## config.mk

```make
export PLATFORM = sky130hd
export DESIGN_NAME = http_request_framer_top
export DESIGN_NICKNAME = d
export VERILOG_FILES = /design/src/rtl/hrf_pkg.sv /design/src/rtl/hrf_parser.sv /design/src/rtl/hrf_res_fifo.sv /design/src/rtl/http_request_framer_top.sv
export VERILOG_INCLUDE_DIRS = /design/src /design/src/rtl
export SDC_FILE = /design/constraint.sdc
export NUM_CORES = 1
export LEC_CHECK = 0
export BUFFER_PORTS_ARGS = -buffer_cell sky130_fd_sc_hd__buf_2
export CORE_ASPECT_RATIO = 1.75
export CORE_MARGIN = 4
export CORE_UTILIZATION = 50
export DETAILED_ROUTE_END_ITERATION = 8
export PLACE_DENSITY = 0.65
export SLEW_MARGIN = 10
export SYNTH_ARGS = -nofsm -noshare
export SYNTH_HDL_FRONTEND = slang
export SYNTH_SLANG_ARGS = --single-unit
```

## constraint.sdc

```tcl
create_clock -name clk -period 9.31 [get_ports clk]
set_input_delay 1.862 -clock clk [delete_from_list [all_inputs] [get_ports clk]]
set_output_delay 1.862 -clock clk [all_outputs]
set_load 0.02 [all_outputs]
```

## src/rtl/http_request_framer_top_assert.svh

```systemverilog
// Assertion macros for the request framer top level.
// Depends on signals named clk and rst in the including scope.
`ifndef HTTP_REQUEST_FRAMER_TOP_ASSERT_SVH
`define HTTP_REQUEST_FRAMER_TOP_ASSERT_SVH
// Same-cycle implication, disabled during reset.
`define HRF_ASSERT_IMP(label, ante, cons, msg) \
  label: assert property (@(posedge clk) disable iff (rst) (ante) |-> (cons)) else $error(msg);
// Next-cycle implication, disabled during reset.
`define HRF_ASSERT_NXT(label, ante, cons, msg) \
  label: assert property (@(posedge clk) disable iff (rst) (ante) |=> (cons)) else $error(msg);
`endif

```

## src/rtl/hrf_pkg.sv

```systemverilog
// Shared types, codes, keyword constants and byte helpers for the request framer.
// No dependencies.
package hrf_pkg;

  typedef enum logic [6:0] {
    PH_REQ    = 7'b0000001,
    PH_HDR    = 7'b0000010,
    PH_BODY   = 7'b0000100,
    PH_CSIZE  = 7'b0001000,
    PH_CDATA  = 7'b0010000,
    PH_CTRAIL = 7'b0100000,
    PH_DONE   = 7'b1000000
  } phase_t;

  localparam logic [2:0] EV_URI      = 3'd0;
  localparam logic [2:0] EV_ACCEPT   = 3'd1;
  localparam logic [2:0] EV_BODY     = 3'd2;
  localparam logic [2:0] EV_COMPLETE = 3'd3;
  localparam logic [2:0] EV_ERROR    = 3'd4;

  localparam logic [1:0] METH_GET    = 2'd0;
  localparam logic [1:0] METH_POST   = 2'd1;
  localparam logic [1:0] METH_DELETE = 2'd2;

  localparam int F_GET     = 0;
  localparam int F_POST    = 1;
  localparam int F_DELETE  = 2;
  localparam int F_V10     = 3;
  localparam int F_V11     = 4;
  localparam int F_CLEN    = 5;
  localparam int F_TENC    = 6;
  localparam int F_CHUNKED = 7;

  localparam int STR_W = 136;
  localparam logic [STR_W-1:0] S_GET     = "GET";
  localparam logic [STR_W-1:0] S_POST    = "POST";
  localparam logic [STR_W-1:0] S_DELETE  = "DELETE";
  localparam logic [STR_W-1:0] S_V10     = "HTTP/1.0";
  localparam logic [STR_W-1:0] S_V11     = "HTTP/1.1";
  localparam logic [STR_W-1:0] S_CLEN    = "Content-Length";
  localparam logic [STR_W-1:0] S_TENC    = "Transfer-Encoding";
  localparam logic [STR_W-1:0] S_CHUNKED = "chunked";

  localparam logic [4:0] L_GET     = 5'd3;
  localparam logic [4:0] L_POST    = 5'd4;
  localparam logic [4:0] L_DELETE  = 5'd6;
  localparam logic [4:0] L_VER     = 5'd8;
  localparam logic [4:0] L_CLEN    = 5'd14;
  localparam logic [4:0] L_TENC    = 5'd17;
  localparam logic [4:0] L_CHUNKED = 5'd7;

  localparam logic [7:0] CH_CR    = 8'h0D;
  localparam logic [7:0] CH_LF    = 8'h0A;
  localparam logic [7:0] CH_COLON = 8'h3A;

  // Result queue depth; its pointers are three bits wide.
  localparam int RES_DEPTH = 8;

  typedef struct packed {
    logic [2:0] event_res;
    logic [7:0] payload_byte;
    logic [1:0] method_code;
    logic       minor_version;
    logic       body_is_chunked;
  } result_t;

  typedef struct packed {
    logic item_valid;
    logic done;
  } stat_t;

  // True when byte b equals character pos of a keyword of length len.
  function automatic logic str_match(logic [STR_W-1:0] s, logic [4:0] len,
                                     logic [4:0] pos, logic [7:0] b);
    logic [4:0] idx;
    if (pos >= len) return 1'b0;
    idx = len - 5'd1 - pos;
    return s[{idx, 3'b000} +: 8] == b;
  endfunction

  function automatic logic is_ws(logic [7:0] b);
    return b inside {8'h20, [8'h09:8'h0D]};
  endfunction

  function automatic logic is_dec(logic [7:0] b);
    return b inside {[8'h30:8'h39]};
  endfunction

  // Returns {valid, value} for a hex digit.
  function automatic logic [4:0] hex_val(logic [7:0] b);
    logic [7:0] d;
    d = 8'h00;
    if (b inside {[8'h30:8'h39]}) begin
      d = b - 8'h30;
      return {1'b1, d[3:0]};
    end
    if (b inside {[8'h61:8'h66]}) begin
      d = b - 8'h57;
      return {1'b1, d[3:0]};
    end
    if (b inside {[8'h41:8'h46]}) begin
      d = b - 8'h37;
      return {1'b1, d[3:0]};
    end
    return 5'd0;
  endfunction

endpackage

```

## src/rtl/hrf_parser.sv

```systemverilog
// Byte parser: input register, per-byte state update and up to two results.
// Depends on hrf_pkg.
module hrf_parser #(
  parameter int LENGTH_BITS = 32
) (
  input  logic             clk,
  input  logic             rst,
  input  logic             in_accept,
  input  logic [7:0]       in_byte,
  output logic [1:0]       push_n,
  output hrf_pkg::result_t res0,
  output hrf_pkg::result_t res1,
  output hrf_pkg::stat_t   stat
);

  localparam int AW = (LENGTH_BITS > 32) ? LENGTH_BITS : 32;
  localparam logic [AW-1:0] LEN_MAX = AW'({LENGTH_BITS{1'b1}});

  typedef struct packed {
    hrf_pkg::phase_t        phase;
    logic                   cr;
    logic [1:0]             tok;
    logic                   intok;
    logic [4:0]             pos;
    logic [7:0]             flags;
    logic                   has;
    logic [AW-1:0]          acc;
    logic [LENGTH_BITS-1:0] dlen;
    logic                   chunked;
    logic [AW-1:0]          rem;
    logic [1:0]             skip;
  } st_t;

  typedef struct packed {
    st_t              s;
    logic [1:0]       n;
    hrf_pkg::result_t r0;
    hrf_pkg::result_t r1;
  } ctx_t;

  st_t        st;
  ctx_t       c_next;
  logic       item_valid;
  logic [7:0] item_byte;

  function automatic ctx_t emit(ctx_t c, logic [2:0] ev, logic [7:0] pay,
                                logic [1:0] meth, logic minor);
    hrf_pkg::result_t r;
    r.event_res       = ev;
    r.payload_byte    = pay;
    r.method_code     = meth;
    r.minor_version   = minor;
    r.body_is_chunked = c.s.chunked;
    if (c.n == 2'd0) begin
      c.r0 = r;
      c.n  = 2'd1;
    end else if (c.n == 2'd1) begin
      c.r1 = r;
      c.n  = 2'd2;
    end
    return c;
  endfunction

  function automatic ctx_t fail(ctx_t c);
    c = emit(c, hrf_pkg::EV_ERROR, 8'h00, 2'd0, 1'b0);
    c.s.phase = hrf_pkg::PH_DONE;
    return c;
  endfunction

  function automatic ctx_t new_line(ctx_t c);
    c.s.tok   = 2'd0;
    c.s.intok = 1'b0;
    c.s.pos   = 5'd0;
    c.s.flags = 8'hFF;
    c.s.has   = 1'b0;
    c.s.acc   = '0;
    return c;
  endfunction

  function automatic ctx_t adv(ctx_t c);
    if (c.s.pos != 5'd31) c.s.pos = c.s.pos + 5'd1;
    return c;
  endfunction

  function automatic ctx_t mchar(ctx_t c, int bit_i, logic [hrf_pkg::STR_W-1:0] s,
                                 logic [4:0] len, logic [7:0] b);
    if (!hrf_pkg::str_match(s, len, c.s.pos, b)) c.s.flags[bit_i] = 1'b0;
    return c;
  endfunction

  function automatic ctx_t mlen(ctx_t c, int bit_i, logic [4:0] len);
    if (c.s.pos != len) c.s.flags[bit_i] = 1'b0;
    return c;
  endfunction

  function automatic ctx_t end_req_token(ctx_t c);
    if (c.s.tok == 2'd0) begin
      c = mlen(c, hrf_pkg::F_GET, hrf_pkg::L_GET);
      c = mlen(c, hrf_pkg::F_POST, hrf_pkg::L_POST);
      c = mlen(c, hrf_pkg::F_DELETE, hrf_pkg::L_DELETE);
    end else if (c.s.tok == 2'd2) begin
      c = mlen(c, hrf_pkg::F_V10, hrf_pkg::L_VER);
      c = mlen(c, hrf_pkg::F_V11, hrf_pkg::L_VER);
    end
    if (c.s.tok != 2'd3) c.s.tok = c.s.tok + 2'd1;
    c.s.intok = 1'b0;
    return c;
  endfunction

  function automatic ctx_t req_byte(ctx_t c, logic [7:0] b);
    if (hrf_pkg::is_ws(b)) begin
      if (c.s.intok) c = end_req_token(c);
      return c;
    end
    if (!c.s.intok) begin
      c.s.intok = 1'b1;
      c.s.pos   = 5'd0;
    end
    if (c.s.tok == 2'd0) begin
      c = mchar(c, hrf_pkg::F_GET, hrf_pkg::S_GET, hrf_pkg::L_GET, b);
      c = mchar(c, hrf_pkg::F_POST, hrf_pkg::S_POST, hrf_pkg::L_POST, b);
      c = mchar(c, hrf_pkg::F_DELETE, hrf_pkg::S_DELETE, hrf_pkg::L_DELETE, b);
    end else if (c.s.tok == 2'd1) begin
      c = emit(c, hrf_pkg::EV_URI, b, 2'd0, 1'b0);
    end else if (c.s.tok == 2'd2) begin
      c = mchar(c, hrf_pkg::F_V10, hrf_pkg::S_V10, hrf_pkg::L_VER, b);
      c = mchar(c, hrf_pkg::F_V11, hrf_pkg::S_V11, hrf_pkg::L_VER, b);
    end
    c = adv(c);
    return c;
  endfunction

  function automatic ctx_t req_end(ctx_t c);
    logic [1:0] meth;
    if (c.s.intok) c = end_req_token(c);
    if (c.s.tok != 2'd3 ||
        !(c.s.flags[hrf_pkg::F_V10] || c.s.flags[hrf_pkg::F_V11]) ||
        !(c.s.flags[hrf_pkg::F_GET] || c.s.flags[hrf_pkg::F_POST] ||
          c.s.flags[hrf_pkg::F_DELETE])) begin
      return fail(c);
    end
    meth = c.s.flags[hrf_pkg::F_GET]  ? hrf_pkg::METH_GET :
           c.s.flags[hrf_pkg::F_POST] ? hrf_pkg::METH_POST : hrf_pkg::METH_DELETE;
    c = emit(c, hrf_pkg::EV_ACCEPT, 8'h00, meth, c.s.flags[hrf_pkg::F_V11]);
    c.s.phase = hrf_pkg::PH_HDR;
    c = new_line(c);
    return c;
  endfunction

  function automatic ctx_t hdr_byte(ctx_t c, logic [7:0] b);
    logic [AW+3:0] wide;
    c.s.has = 1'b1;
    if (c.s.tok == 2'd0) begin
      if (b == hrf_pkg::CH_COLON) begin
        c = mlen(c, hrf_pkg::F_CLEN, hrf_pkg::L_CLEN);
        c = mlen(c, hrf_pkg::F_TENC, hrf_pkg::L_TENC);
        c.s.tok = 2'd1;
        c.s.pos = 5'd0;
      end else begin
        c = mchar(c, hrf_pkg::F_CLEN, hrf_pkg::S_CLEN, hrf_pkg::L_CLEN, b);
        c = mchar(c, hrf_pkg::F_TENC, hrf_pkg::S_TENC, hrf_pkg::L_TENC, b);
        c = adv(c);
      end
      return c;
    end
    if (c.s.tok == 2'd1) begin
      if (hrf_pkg::is_ws(b)) return c;
      c.s.tok   = 2'd2;
      c.s.pos   = 5'd0;
      c.s.intok = 1'b1;
      c.s.acc   = '0;
    end
    if (c.s.tok == 2'd2) begin
      if (hrf_pkg::is_ws(b)) begin
        c = mlen(c, hrf_pkg::F_CHUNKED, hrf_pkg::L_CHUNKED);
        c.s.tok = 2'd3;
        return c;
      end
      c = mchar(c, hrf_pkg::F_CHUNKED, hrf_pkg::S_CHUNKED, hrf_pkg::L_CHUNKED, b);
      c = adv(c);
      if (c.s.intok) begin
        if (hrf_pkg::is_dec(b)) begin
          // acc * 10 + digit, saturating at the largest length.
          wide = {c.s.acc, 3'b000} + {2'b00, c.s.acc, 1'b0} +
                 (AW+4)'(b[3:0]);
          if (|wide[AW+3:LENGTH_BITS]) c.s.acc = LEN_MAX;
          else c.s.acc = wide[AW-1:0];
        end else begin
          c.s.intok = 1'b0;
        end
      end
    end
    return c;
  endfunction

  function automatic ctx_t hdr_end(ctx_t c);
    if (!c.s.has) begin
      if (c.s.chunked) begin
        c.s.phase = hrf_pkg::PH_CSIZE;
        c = new_line(c);
      end else if (c.s.dlen == '0) begin
        c = emit(c, hrf_pkg::EV_COMPLETE, 8'h00, 2'd0, 1'b0);
        c.s.phase = hrf_pkg::PH_DONE;
      end else begin
        c.s.rem   = AW'(c.s.dlen);
        c.s.phase = hrf_pkg::PH_BODY;
      end
      return c;
    end
    if (c.s.tok == 2'd2) c = mlen(c, hrf_pkg::F_CHUNKED, hrf_pkg::L_CHUNKED);
    if (c.s.tok != 2'd0) begin
      if (c.s.flags[hrf_pkg::F_CLEN]) c.s.dlen = c.s.acc[LENGTH_BITS-1:0];
      if (c.s.flags[hrf_pkg::F_TENC] && c.s.tok[1] && c.s.flags[hrf_pkg::F_CHUNKED])
        c.s.chunked = 1'b1;
    end
    c = new_line(c);
    return c;
  endfunction

  function automatic ctx_t csize_byte(ctx_t c, logic [7:0] b);
    logic [4:0] hv;
    c.s.has = 1'b1;
    hv = hrf_pkg::hex_val(b);
    if (!hv[4]) return fail(c);
    // Another digit overflows 32 bits once the top nibble is in use.
    if (c.s.acc[31:28] != 4'd0) return fail(c);
    c.s.acc = {c.s.acc[AW-5:0], hv[3:0]};
    return c;
  endfunction

  function automatic ctx_t csize_end(ctx_t c);
    if (!c.s.has) return fail(c);
    if (c.s.acc == '0) begin
      c = emit(c, hrf_pkg::EV_COMPLETE, 8'h00, 2'd0, 1'b0);
      c.s.phase = hrf_pkg::PH_DONE;
    end else begin
      c.s.rem   = c.s.acc;
      c.s.phase = hrf_pkg::PH_CDATA;
    end
    return c;
  endfunction

  function automatic ctx_t line_byte(ctx_t c, logic [7:0] b);
    if (c.s.phase == hrf_pkg::PH_REQ) return req_byte(c, b);
    if (c.s.phase == hrf_pkg::PH_HDR) return hdr_byte(c, b);
    return csize_byte(c, b);
  endfunction

  function automatic ctx_t line_end(ctx_t c);
    if (c.s.phase == hrf_pkg::PH_REQ) return req_end(c);
    if (c.s.phase == hrf_pkg::PH_HDR) return hdr_end(c);
    return csize_end(c);
  endfunction

  function automatic ctx_t step(st_t s, logic [7:0] b);
    ctx_t c;
    logic handled;
    c       = '0;
    c.s     = s;
    handled = 1'b0;
    case (s.phase)
      hrf_pkg::PH_REQ, hrf_pkg::PH_HDR, hrf_pkg::PH_CSIZE: begin
        if (c.s.cr) begin
          c.s.cr = 1'b0;
          if (b == hrf_pkg::CH_LF) begin
            c = line_end(c);
            handled = 1'b1;
          end else begin
            // A lone CR is an ordinary line byte.
            c = line_byte(c, hrf_pkg::CH_CR);
            if (c.s.phase != s.phase) handled = 1'b1;
          end
        end
        if (!handled) begin
          if (b == hrf_pkg::CH_CR) c.s.cr = 1'b1;
          else c = line_byte(c, b);
        end
      end
      hrf_pkg::PH_BODY: begin
        c = emit(c, hrf_pkg::EV_BODY, b, 2'd0, 1'b0);
        c.s.rem = c.s.rem - AW'(1);
        if (c.s.rem == '0) begin
          c = emit(c, hrf_pkg::EV_COMPLETE, 8'h00, 2'd0, 1'b0);
          c.s.phase = hrf_pkg::PH_DONE;
        end
      end
      hrf_pkg::PH_CDATA: begin
        c = emit(c, hrf_pkg::EV_BODY, b, 2'd0, 1'b0);
        c.s.rem = c.s.rem - AW'(1);
        if (c.s.rem == '0) begin
          c.s.skip  = 2'd2;
          c.s.phase = hrf_pkg::PH_CTRAIL;
        end
      end
      hrf_pkg::PH_CTRAIL: begin
        if (c.s.skip != 2'd0) c.s.skip = c.s.skip - 2'd1;
        if (c.s.skip == 2'd0) begin
          c.s.phase = hrf_pkg::PH_CSIZE;
          c.s.cr    = 1'b0;
          c = new_line(c);
        end
      end
      default: begin
      end
    endcase
    return c;
  endfunction

  always_ff @(posedge clk) begin
    if (rst) begin
      item_valid <= 1'b0;
    end else begin
      item_valid <= in_accept;
    end
    if (in_accept) item_byte <= in_byte;
  end

  always_comb begin
    c_next = step(st, item_byte);
  end

  always_ff @(posedge clk) begin
    if (rst) begin
      st.phase   <= hrf_pkg::PH_REQ;
      st.cr      <= 1'b0;
      st.tok     <= 2'd0;
      st.intok   <= 1'b0;
      st.pos     <= 5'd0;
      st.flags   <= 8'hFF;
      st.has     <= 1'b0;
      st.acc     <= '0;
      st.dlen    <= '0;
      st.chunked <= 1'b0;
      st.rem     <= '0;
      st.skip    <= 2'd0;
    end else if (item_valid) begin
      st <= c_next.s;
    end
  end

  assign push_n          = item_valid ? c_next.n : 2'd0;
  assign res0            = c_next.r0;
  assign res1            = c_next.r1;
  assign stat.item_valid = item_valid;
  assign stat.done       = (st.phase == hrf_pkg::PH_DONE);

endmodule

```

## src/rtl/hrf_res_fifo.sv

```systemverilog
// Result queue: takes up to two results per cycle, hands out one per transaction.
// Depends on hrf_pkg.
module hrf_res_fifo (
  input  logic             clk,
  input  logic             rst,
  input  logic [1:0]       push_n,
  input  hrf_pkg::result_t wr0,
  input  hrf_pkg::result_t wr1,
  input  logic             pop,
  output hrf_pkg::result_t rd,
  output logic             rd_valid,
  output logic [3:0]       level
);

  hrf_pkg::result_t mem [hrf_pkg::RES_DEPTH];
  logic [2:0] wp;
  logic [2:0] rp;
  logic       pop_ok;

  assign pop_ok   = pop && (level != 4'd0);
  assign rd       = mem[rp];
  assign rd_valid = (level != 4'd0);

  always_ff @(posedge clk) begin
    if (push_n != 2'd0) mem[wp] <= wr0;
    if (push_n == 2'd2) mem[wp + 3'd1] <= wr1;
  end

  always_ff @(posedge clk) begin
    if (rst) begin
      wp    <= 3'd0;
      rp    <= 3'd0;
      level <= 4'd0;
    end else begin
      wp    <= wp + {1'b0, push_n};
      if (pop_ok) rp <= rp + 3'd1;
      level <= level + {2'b00, push_n} - {3'b000, pop_ok};
    end
  end

endmodule

```

## src/rtl/http_request_framer_top.sv

```systemverilog
// Top level of the HTTP request framer: stream ports, parser and result queue.
// Depends on hrf_pkg, hrf_parser, hrf_res_fifo and the assertion macro header.
//
//  Channel   Dir  Signals                        Carries
//  s_axis    in   tvalid tready tdata[7:0]       one request byte per transaction
//  m_axis    out  tvalid tready tdata[15:0]      one parse event per transaction
//
// Each accepted byte is held in an input register, the parser state is updated
// from it while it is held there, and its zero, one or two events enter an
// eight-entry result queue. Sustained rate is one byte per cycle; the only
// stall comes from the result queue, which stops taking bytes once it holds
// more than four events. An event passes through the input register and the
// result queue on its way to m_axis. Reset is synchronous and active high;
// after a complete or error event the block drops bytes until the next reset.
module http_request_framer_top #(
  parameter int LENGTH_BITS = 32
) (
  input  logic        clk,
  input  logic        rst,
  input  logic        s_axis_tvalid,
  output logic        s_axis_tready,
  input  logic [7:0]  s_axis_tdata,   // [7:0] data_byte
  output logic        m_axis_tvalid,
  input  logic        m_axis_tready,
  output logic [15:0] m_axis_tdata    // [2:0] event_res, [10:3] payload_byte,
                                      // [12:11] method_code, [13] minor_version,
                                      // [14] body_is_chunked, [15] zero
);

  `include "http_request_framer_top_assert.svh"

  logic             in_accept;
  logic [1:0]       push_n;
  hrf_pkg::result_t res0;
  hrf_pkg::result_t res1;
  hrf_pkg::result_t rd;
  hrf_pkg::stat_t   stat;
  logic [3:0]       level;

  // The byte in the input register and the byte accepted now can each add two
  // events, so a new transaction is taken only with room for four.
  assign s_axis_tready = (level <= 4'(hrf_pkg::RES_DEPTH - 4));
  assign in_accept     = s_axis_tvalid && s_axis_tready;

  hrf_parser #(
    .LENGTH_BITS(LENGTH_BITS)
  ) u_parser (
    .clk       (clk),
    .rst       (rst),
    .in_accept (in_accept),
    .in_byte   (s_axis_tdata),
    .push_n    (push_n),
    .res0      (res0),
    .res1      (res1),
    .stat      (stat)
  );

  hrf_res_fifo u_fifo (
    .clk      (clk),
    .rst      (rst),
    .push_n   (push_n),
    .wr0      (res0),
    .wr1      (res1),
    .pop      (m_axis_tready),
    .rd       (rd),
    .rd_valid (m_axis_tvalid),
    .level    (level)
  );

  // Fields packed from the lowest bit up.
  assign m_axis_tdata = {1'b0, rd.body_is_chunked, rd.minor_version, rd.method_code,
                         rd.payload_byte, rd.event_res};

  // No events without a byte in the input register.
  `HRF_ASSERT_IMP(a_push_needs_item, !stat.item_valid, push_n == 2'd0, "push without item")
  // Once finished, the parser never produces another event.
  `HRF_ASSERT_IMP(a_done_silent, stat.done, push_n == 2'd0, "event after done")
  // A push always finds room in the queue.
  `HRF_ASSERT_IMP(a_push_room, push_n != 2'd0, level <= 4'(hrf_pkg::RES_DEPTH - 2),
                  "result queue overflow")
  // An empty queue with nothing pushed stays empty.
  `HRF_ASSERT_NXT(a_empty_hold, level == 4'd0 && push_n == 2'd0, level == 4'd0,
                  "queue level moved without push")

endmodule
```

* Yosys cells after proc, flatten, opt, wreduce, memory -nomap -nowiden
Memories as Yosys holds them, arrays and structs flattened. A register that Yosys moved wholly into a read port is not among the register bits.
Index checks and enable logic that the tools add are counted.
** Word-level totals
- Memories kept :: 1
- Bits in writable memories :: 120
- Register bits :: 143
- Output and inout port bits :: 18
- Logic and storage cells :: 937
- Bits of input ports :: 12
** Operators by class
- Shift-type cells :: 16
- Magnitude comparators :: 23
- Add/sub/neg operators :: 35
- Muxes and demuxes :: 724
- Eq/ne operators :: 72
- Reductions and logical operators :: 46
- Bitwise gates (word level) :: 3
** Memories
- u_fifo.mem :: words 8, width 15, rd ports 1, clocked after memory_dff 1, write ports 2, RTL line hrf_res_fifo.sv:15 : hrf_pkg::result_t mem [hrf_pkg::RES_DEPTH];
** Operators by type and width (number)
- $mux W156 :: 130
- $shiftx A136 B9 Y8 const A :: 16
- $mux W137 :: 10
- $mux W149 :: 8
- $pmux W156 S4 :: 1
- $mux W1 :: 466
- $mux W148 :: 3
- $mux W32 :: 10
- $mux W146 :: 2
- $mux W15 :: 17
- $mux W145 :: 1
- $mux W140 :: 1
- $mux W8 :: 16
- $logic_not A32 Y1 :: 3
- $mux W5 :: 19
- $eq A8 B4 Y1 const B :: 10
- $eq A8 B8 Y1 :: 8
- $mux W31 :: 2
- $mux W6 :: 10
- $mux W2 :: 19
- $add A35 B33 Y36 :: 1
- $add A36 B4 Y36 :: 1
- $ne A5 B3 Y1 const B :: 7
- $ne A5 B5 Y1 const B :: 7
- other kinds (57) :: 151

* Longest topological paths before layout
Gate-level depths: netlist of the first run.
- Depth in word-level cells :: 180
- Mapped depth :: 30
- Depth with buffers taken out :: 27

* Hierarchy
From an unflattened synthesis of the first run, not the netlist that was laid out.
** Unflattened totals
- Cells, all modules :: 2721
- Area, all modules :: 23040.8 µm²
** Modules (own cells, without submodules)
- hrf_parser :: times used 1, area each 16251.8 µm², seq. area each 2742.6 µm², cells an instance 2319
- hrf_res_fifo :: times used 1, area each 6754.0 µm², seq. area each 3863.7 µm², cells an instance 397
- http_request_framer_top :: times used 1, area each 35.0 µm², seq. area each 0.0 µm², cells an instance 5

* Worst setup path after synthesis of the first run
OpenSTA, ideal clock, no wires.
- Path type :: register to register
- Start :: register u_parser.item_byte[0]
- End :: register u_parser.st[76] (netlist bit)
- Arrival time :: 6.959 ns
- Required time :: 9.187 ns
- Slack :: 2.227 ns
- Cell stages (with the launch flop) :: 30
- Setup time :: 0.123 ns
- Path buffers :: 6
- Period minus slack after synthesis :: 7.083 ns
- Cell sequence :: edfxtp_1 > inv_2 > ha_1 > or3b_2 > nor2_2 > buf_2 > nand2_1 > o221ai_1 > nor2_4 > o211ai_1 > clkbuf_1 > clkbuf_1 > clkbuf_1 > and3_1 > ha_1 > ha_1 > clkbuf_1 > a21o_1 > a21o_1 > a21o_1 > a31oi_1 > o21ai_0 > a221o_1 > o2111a_1 > or4b_2 > a2111oi_1 > buf_2 > nand2_1 > a222oi_1 > nand2_1
** On the way
- Cells in the longest elaborated chain, start to end :: 46
- Elaborated cells on any way between the ends :: 213
- Those cells by class :: add/sub: 3; order compare: 8; eq/ne: 10; mux: 183; reduce/logical: 9
** RTL lines
- start, declared :: RTL line hrf_parser.sv:44 : logic [7:0] item_byte;
- start signal, assigned :: RTL line hrf_parser.sv:315 : if (in_accept) item_byte <= in_byte;
- branches (longest 44 deep; another with $mux W156)
- $mux W156 (*) :: RTL line hrf_parser.sv:274 : if (!handled) begin
- $pmux W156 S4 (*) :: RTL line hrf_parser.sv:261 : case (s.phase)
- end signal, assigned :: RTL line hrf_parser.sv:337 : st <= c_next.s;
- end, declared :: RTL line hrf_parser.sv:41 : st_t st;
Every way passes the cells marked *. The select of a mux whose other input is x is not followed.
A chain may end at the register's enable or synchronous reset.

* Worst setup path in the final report of the first run
- Start :: register u_parser.st[108] (netlist bit)
- End :: register u_parser.st[74] (netlist bit)
** On the way
- Cells in the longest elaborated chain, start to end :: 73
- Elaborated cells on any way between the ends :: 172
- Those cells by class :: add/sub: 3; eq/ne: 10; mux: 148; reduce/logical: 11
** RTL lines
- $ne A5 B4 Y1 :: RTL line hrf_parser.sv:92 : if (c.s.pos != len) c.s.flags[bit_i] = 1'b0;
- $mux W1 :: RTL line hrf_parser.sv:92
- $mux W137 :: RTL line hrf_parser.sv:101 : end else if (c.s.tok == 2'd2) begin
- $mux W137 (*)
- $mux W156 (*) (2 in series)
- $mux W149 (*) :: RTL line hrf_parser.sv:265 : if (b == hrf_pkg::CH_LF) begin
- $mux W149 (*) :: RTL line hrf_parser.sv:263 : if (c.s.cr) begin
- $mux W149 (*) :: RTL line hrf_parser.sv:261
- [... 17 more ...]
- $mux W156 :: RTL line hrf_parser.sv:252 : return csize_end(c);
- $mux W156 (*) :: RTL line hrf_parser.sv:251 : if (c.s.phase == hrf_pkg::PH_HDR) return hdr_end(c);
- $mux W156 (*) :: RTL line hrf_parser.sv:265
- $mux W156 (*) :: RTL line hrf_parser.sv:263
- $mux W156 (*) :: RTL line hrf_parser.sv:261
- branches (longest 40 deep; another with $mux W156)
- $mux W156 (*) :: RTL line hrf_parser.sv:274
- $pmux W156 S4 (*) :: RTL line hrf_parser.sv:261
Marked as above.

==> metrics.cfg, run 1 <==
[status]
outcome = finished clean

[sta]
hold_viol_final = 0
period_share_pct = 84.13
fmax_mhz = 127.7
setup_viol = 0
fin_setup_tns_ns = 0
drv_slew = 0
timing.final.crit_period_ns = 7.833
grt_setup_unrepaired = false
max-slew-margin-rel_pct = 14.79
tightest_slew_ns = 1.278
fin_worst_skew_ns = 0.03780

[route]
vias = 21500
drt_wl_total_um = 79320
drc = 0
wl_per_cell_um = 25.09
drt-initial-drc-count = 2110
drt-vias-per-instance = 6.802
firstDrtPassIters = 5
ant_nets = 0

[critical_path]
required_ns = 9.74
crit_arrival_ns = 8.27
crit_fanout = 31
cp_slowest_stage_delay_ns = 0.68
crit_path_top_delay_cell = or4b_2
startpoint_type = flop
rr_worst_depth = 26
r2r-start = u_parser.st[108]
crit_type = flop to flop
worst_r2r_endpoint = u_parser.st[74]
startpoint = u_parser.st[108]
end_kind = flop
reg2reg_slack_ns = 1.48
crit_path_end = u_parser.st[74]

[die]
rows = 100
dieArea_um2 = 46950
die_h_um = 283.7
core_area_um2 = 42790
fp.dieW_um = 165.5
start_util_pct = 50.73
ios = 30

[hold_path]
min-delay-start = u_parser.st[52]
hold_class = flop to flop

[cts]
tritoncts_num_sinks = 266
cts_max_level = 1
cts_tree = yes
cts_buffers = 27
cts_resized = 0
clk_path_buf_depth = 3
worstSkewPairLatency_ns = 0.58
post-cts-setup-buffers = 0
cts-root-buf = clkbuf_16
ctsHoldBuffers = 0
clk_pin_slew_ns = 0.08

[global_routing]
grt_pass1_wl_um = 122000
grt_max_degree = 62
grt_busiest_layer = met2
grt_pass1_vias = 20990
grt_use_met2_pct = 56.60
grtUsageMet1_pct = 38.40
antenna_found_initial = 0
grt-ovfl-total = 0
groute.usage.overall_pct = 32.84
gr-usage-met3_pct = 4.026

[synthesis]
synth_top_area_cell = edfxtp_1
syn_avg_cell_area_um2 = 8.098
synth_top_area_share_pct = 17.71
synth_cell_types = 111
synth.yosys.warnings = 0
synth.area.top_cells = edfxtp_1 18%, dfxtp_1 13%, ha_1 7.2%, a21oi_1 6.0%, nand2_1 5.7%
ys_seq_area_share_pct = 30.43
synth_common_cells = 331 x nand2_1, 283 x nor2_1, 261 x a21oi_1
synth_area_um2 = 21710
synth_ff_type = dfxtp_1
ys_seq_elements = 266
synthCells = 2681
yosysMostFrequentCell = nand2_1
synth-edff-count = 128
syn_nets = 2822
synthArstFlopShare_pct = 0

[place]
portBuffers = 28
place_congestion = 1.035
dp.cells = 3111
hpwl_um = 57410

[final_layout]
diodes = 0
areaGrowthSynthToFinish_pct = 6.288
drive_gt1_share_pct = 9.192
final_cell_count_no_fill = 3161
fin_nets = 2720

[power_and_ir_drop]
power.density_nw_per_um2 = 175.6
peakVddDrop_uv = 235.0
power_leakage_nw = 8.490

[job]
cap_violations = 0

==> layout make-up <==
class                           count  area (um^2)
Inverter                           70        262.8
Timing Repair Buffer               73        480.5
Sequential cell                   266         6608
Multi-Input combinational cell   2141        14070
Tap cell                          561        701.9
Fill cell                        4058        19720
Clock buffer                       28        679.4
Clock inverter                     22        270.3
==> layer usage <==
layer / vias to the layer above / routed length, um / share of wire (%)
li1: 9772 / - / -
met1: 10300 / 29370 / 37
met2: 1109 / 39120 / 49
met3: 321 / 5138 / 6.5
met4: 0 / 5691 / 7.2
met5: - / 0 / 0
==> registers in the layout, summed over array words and instances (netlist names), named ones only <==
register             count
u_parser.st            124
u_parser.item_valid      1
u_fifo.level             4
u_fifo.wp                3
u_parser.item_byte       8
u_fifo.rp                3
u_fifo.mem             120
==> metrics by stage <==
step	worst slack (ns)	total power [mW]	cell area (um^2)	util, %	hold WS [ns]
after detailed placement	1.667	2.835	22130	51.70	0.4626
after floorplan	2.227	2.417	21710	-	0.4448
after global placement	1.847	2.818	22130	51.70	0.4585
final	1.477	4.051	23070	53.92	0.4721
after global routing	1.064	4.212	23070	53.92	0.4949
after CTS	1.562	4.029	23070	53.92	0.4729
==> power breakdown <==
| group | switching (mW) | internal, mW |
|---|---|---|
| clock | 0.524 | 0.679 |
| combinational | 0.968 | 0.531 |
| sequential | 0.0674 | 1.28 |
| total | 1.56 | 2.49 |
==> cell families after synthesis <==
kind of cell / after synthesis / synth area share, %
simple gates: 1020 / 22.77
mux: 76 / 5.464
buf+inv: 274 / 4.951
flops: 266 / 30.43
fa+ha+maj: 129 / 7.573
other cells: 1 / 0.01727
xor+xnor: 88 / 3.619
compound gates: 827 / 25.18
==> critical path: cells and delay by family, from the launching register on <==
family                   cells  cell delay, ns
AO/OA/AOI/OAI               13            3.03
adder cells (fa/ha/maj)      3            0.85
buffers and inverters        4            1.05
flip-flops                   1            0.42
AND/OR/NAND/NOR              6            2.31
==> placed cells by master (no fill, tap or decap), types with 26 or more instances in the layout <==
master	synthesis	routed
and3_1	40	40
nor3_1	69	69
inv_1	66	66
mux4_2	32	32
nor2_1	283	281
buf_2	25	27
o21ai_0	150	150
nand3_1	63	63
buf_4	2	46
o221ai_1	39	39
nor4_1	38	38
xor2_1	26	26
ha_1	125	125
a21oi_1	261	260
nand2b_1	26	26
nand2_1	331	331
a21o_1	41	41
a31oi_1	46	46
clkbuf_16	0	27
mux2i_1	26	26
dfxtp_1	138	137
nand4_1	31	31
edfxtp_1	128	128
xnor2_1	60	60
==> worst min path at each step <==
stage / endpoint / slack (ns) / cells after the start
final: u_parser.st[52] / 0.47 / 2
after global routing: u_parser.st[43] / 0.49 / 2
after CTS: u_parser.st[52] / 0.47 / 2
after detailed placement: u_parser.st[52] / 0.46 / 2
after global placement: u_parser.st[52] / 0.46 / 2
after floorplan: u_parser.st[65] / 0.44 / 2
(Power assumes the default switching activity.)
==> run 2, diff against run 1 <==
--- a/config.mk
+++ b/config.mk
@@ -11,7 +11,7 @@
 export CORE_MARGIN = 4
 export CORE_UTILIZATION = 50
 export DETAILED_ROUTE_END_ITERATION = 8
-export PLACE_DENSITY = 0.65
+export PLACE_DENSITY = 0.67
 export SLEW_MARGIN = 10
 export SYNTH_ARGS = -nofsm -noshare
 export SYNTH_HDL_FRONTEND = slang
==> constraint.sdc (replaced) <==
create_clock -name clk -period 6.8 [get_ports clk]
set_input_delay 1.36 -clock clk [delete_from_list [all_inputs] [get_ports clk]]
set_output_delay 1.36 -clock clk [all_outputs]
set_load 0.02 [all_outputs]
==> run 2 against run 1 <==
  * Via count rose by 1.8%
  * Clock-buffer cell count is 4 higher
  * Clock power up 41%
  * Combinational power up 43%
  * Non-clock buffer count is 83 higher
  * Global-route usage shrank 0.34 points
  * Die area did not move
  * Total power is 40% higher
  * Worst setup slack lost 1.3 ns
  * Fmax increased by 19%
  * Largest power group unchanged
  * Highest routed layer unchanged
==> metrics.cfg, run 2 (synthesis gave the netlist of run 1 again) <==
[cts]
cts_tree = yes
clk_pin_slew_ns = 0.07
clk_path_buf_depth = 3
cts_max_level = 1
tritoncts_num_sinks = 266
ctsHoldBuffers = 0
cts-root-buf = clkbuf_16
worstSkewPairLatency_ns = 0.57
cts_buffers = 28

[global_routing]
grt_max_degree = 84
grt-ovfl-total = 0
grt_pass1_vias = 21290
groute.usage.overall_pct = 32.51
antenna_found_initial = 0
grt_pass1_wl_um = 121300

[route]
ant_nets = 0
drt-initial-drc-count = 2303
drt_wl_total_um = 79120
drt-vias-per-instance = 6.746
drc = 0
vias = 21900
wl_per_cell_um = 24.37
firstDrtPassIters = 7

[final_layout]
drive_gt1_share_pct = 13.15
final_cell_count_no_fill = 3246
top_register = u_parser.st
reg_top3 = u_parser.st (124), u_fifo.mem (120), u_parser.item_byte (8)
diodes = 0
largest_reg_flops = 124
fin_area_um2 = 23910
fin_nets = 2804
final_util_pct = 55.89
n_fill_cell = 4002
final_cell_mix = 330 x nand2_1, 281 x nor2_1, 257 x a21oi_1, 147 x o21ai_0, 137 x dfxtp_1
mostFrequentLayoutCell = nand2_1
areaGrowthSynthToFinish_pct = 10.16

[die]
core_area_um2 = 42790
rows = 100
ios = 30
die_h_um = 283.7
dieArea_um2 = 46950
start_util_pct = 50.73
fp.dieW_um = 165.5

[place]
dp_slack_ns = -0.04534
portBuffers = 28
post_dp_cell_area_um2 = 22670
hpwl_um = 58290
place_congestion = 1.055
dp.cells = 3182

[sta]
tightest_slew_ns = 1.253
max-slew-margin-rel_pct = 16.46
fin_worst_skew_ns = 0.01565
drv_slew = 0
fmax_mhz = 152.0
fin_setup_tns_ns = 0
hold_viol_final = 0
period_share_pct = 96.77
setup_viol = 0
fin_ws_ns = 0.2196
timing.final.crit_period_ns = 6.580
hold_slack_ns = 0.4750

[power_and_ir_drop]
peakVddDrop_uv = 213.2
finalPower_mw = 5.655
power_leakage_nw = 8.917
power.density_nw_per_um2 = 236.5

[critical_path]
worst_r2r_endpoint = u_parser.st[73]
required_ns = 7.23
reg2reg_slack_ns = 0.22
crit_type = flop to flop
crit_arrival_ns = 7.02
end_kind = flop
startpoint_type = flop
r2r-start = u_parser.item_byte[0]
crit_fanout = 8
rr_worst_depth = 27

[status]
outcome = finished clean

[job]
cap_violations = 0

[hold_path]
hold_path_depth = 2
holdPathEnd = u_parser.st[42]
min-delay-start = u_parser.st[42]
hold_class = flop to flop

[run 2: changes by cell type in the layout (fill, tap and decap cells not counted), sizes merged]
cell,previous run,this run
buf,73,155
clkbuf,28,33
clkinv,12,8
clkinvlp,2,5
bufinv,5,4
[run 2: metal layers]
metal | global-route usage (%) | share of wire [%] | vias up
li1 | - | - | 9941
met1 | 37.75 | 36 | 10370
met2 | 55.12 | 49 | 1212
met3 | 4.680 | 7.7 | 376
met4 | 20.85 | 7.8 | 0
met5 | 0 | 0 | -
[run 2: layout make-up]
| class | instances | area, um^2 | area share (%) |
|---|---|---|---|
| multi-input combinational | 2141 | 14240 | 59.53 |
| sequential | 266 | 6608 | 27.63 |
| timing repair buffer | 156 | 1105 | 4.620 |
| clock buffer | 32 | 757.0 | 3.165 |
| tap | 561 | 701.9 | 2.935 |
| inverter | 70 | 262.8 | 1.099 |
| clock inverter | 20 | 244.0 | 1.020 |
[run 2: worst max-delay path, cell delays in order (launching register included)]
cell and delay (ns):
edfxtp_1 0.41, inv_2 0.07, ha_2 0.23, or3b_4 0.43
nor2_4 0.14, nand2_1 0.12, o221ai_4 0.27, nor2_4 0.07
o211ai_1 0.25, buf_6 0.19, clkbuf_4 0.22, and3_1 0.23
ha_1 0.26, ha_1 0.31, a21o_1 0.16, a21o_1 0.20
a31oi_2 0.24, o21ai_1 0.11, a221o_1 0.38, o2111a_1 0.27
or4b_2 0.68, a2111oi_2 0.38, buf_4 0.24, buf_4 0.13
buf_4 0.10, a31oi_1 0.07, o22ai_1 0.18, o21ai_0 0.10
[run 2: power breakdown]
group	internal, mW	total [mW]	switching, mW
Sequential	1.76	1.83	0.0709
Clock	0.966	1.69	0.721
Combinational	0.777	2.14	1.36
[run 2: timing repair]
item | in CTS | in global routing
resized for setup | 3 | 34
endpoints found under the setup margin | 4 | 31
endpoints found under the hold margin | 0 | 0
setup buffers | 3 | 8
cloned | 1 | 0
pin swaps | 1 | 4
[run 2: worst max-delay path by stage]
stage | start | to | slack (ns) | cells after the start
after floorplan | u_parser.item_byte[0] | u_parser.st[76] | 0.04 | 29
after global placement | u_parser.item_byte[0] | u_parser.st[76] | 0.07 | 25
after detailed placement | u_parser.item_byte[0] | u_parser.st[76] | -0.05 | 25
after CTS | u_parser.item_byte[0] | u_parser.st[74] | 0.005 | 25
after global routing | u_parser.item_byte[0] | u_parser.st[97] | -0.03 | 28
final | u_parser.item_byte[0] | u_parser.st[73] | 0.22 | 27
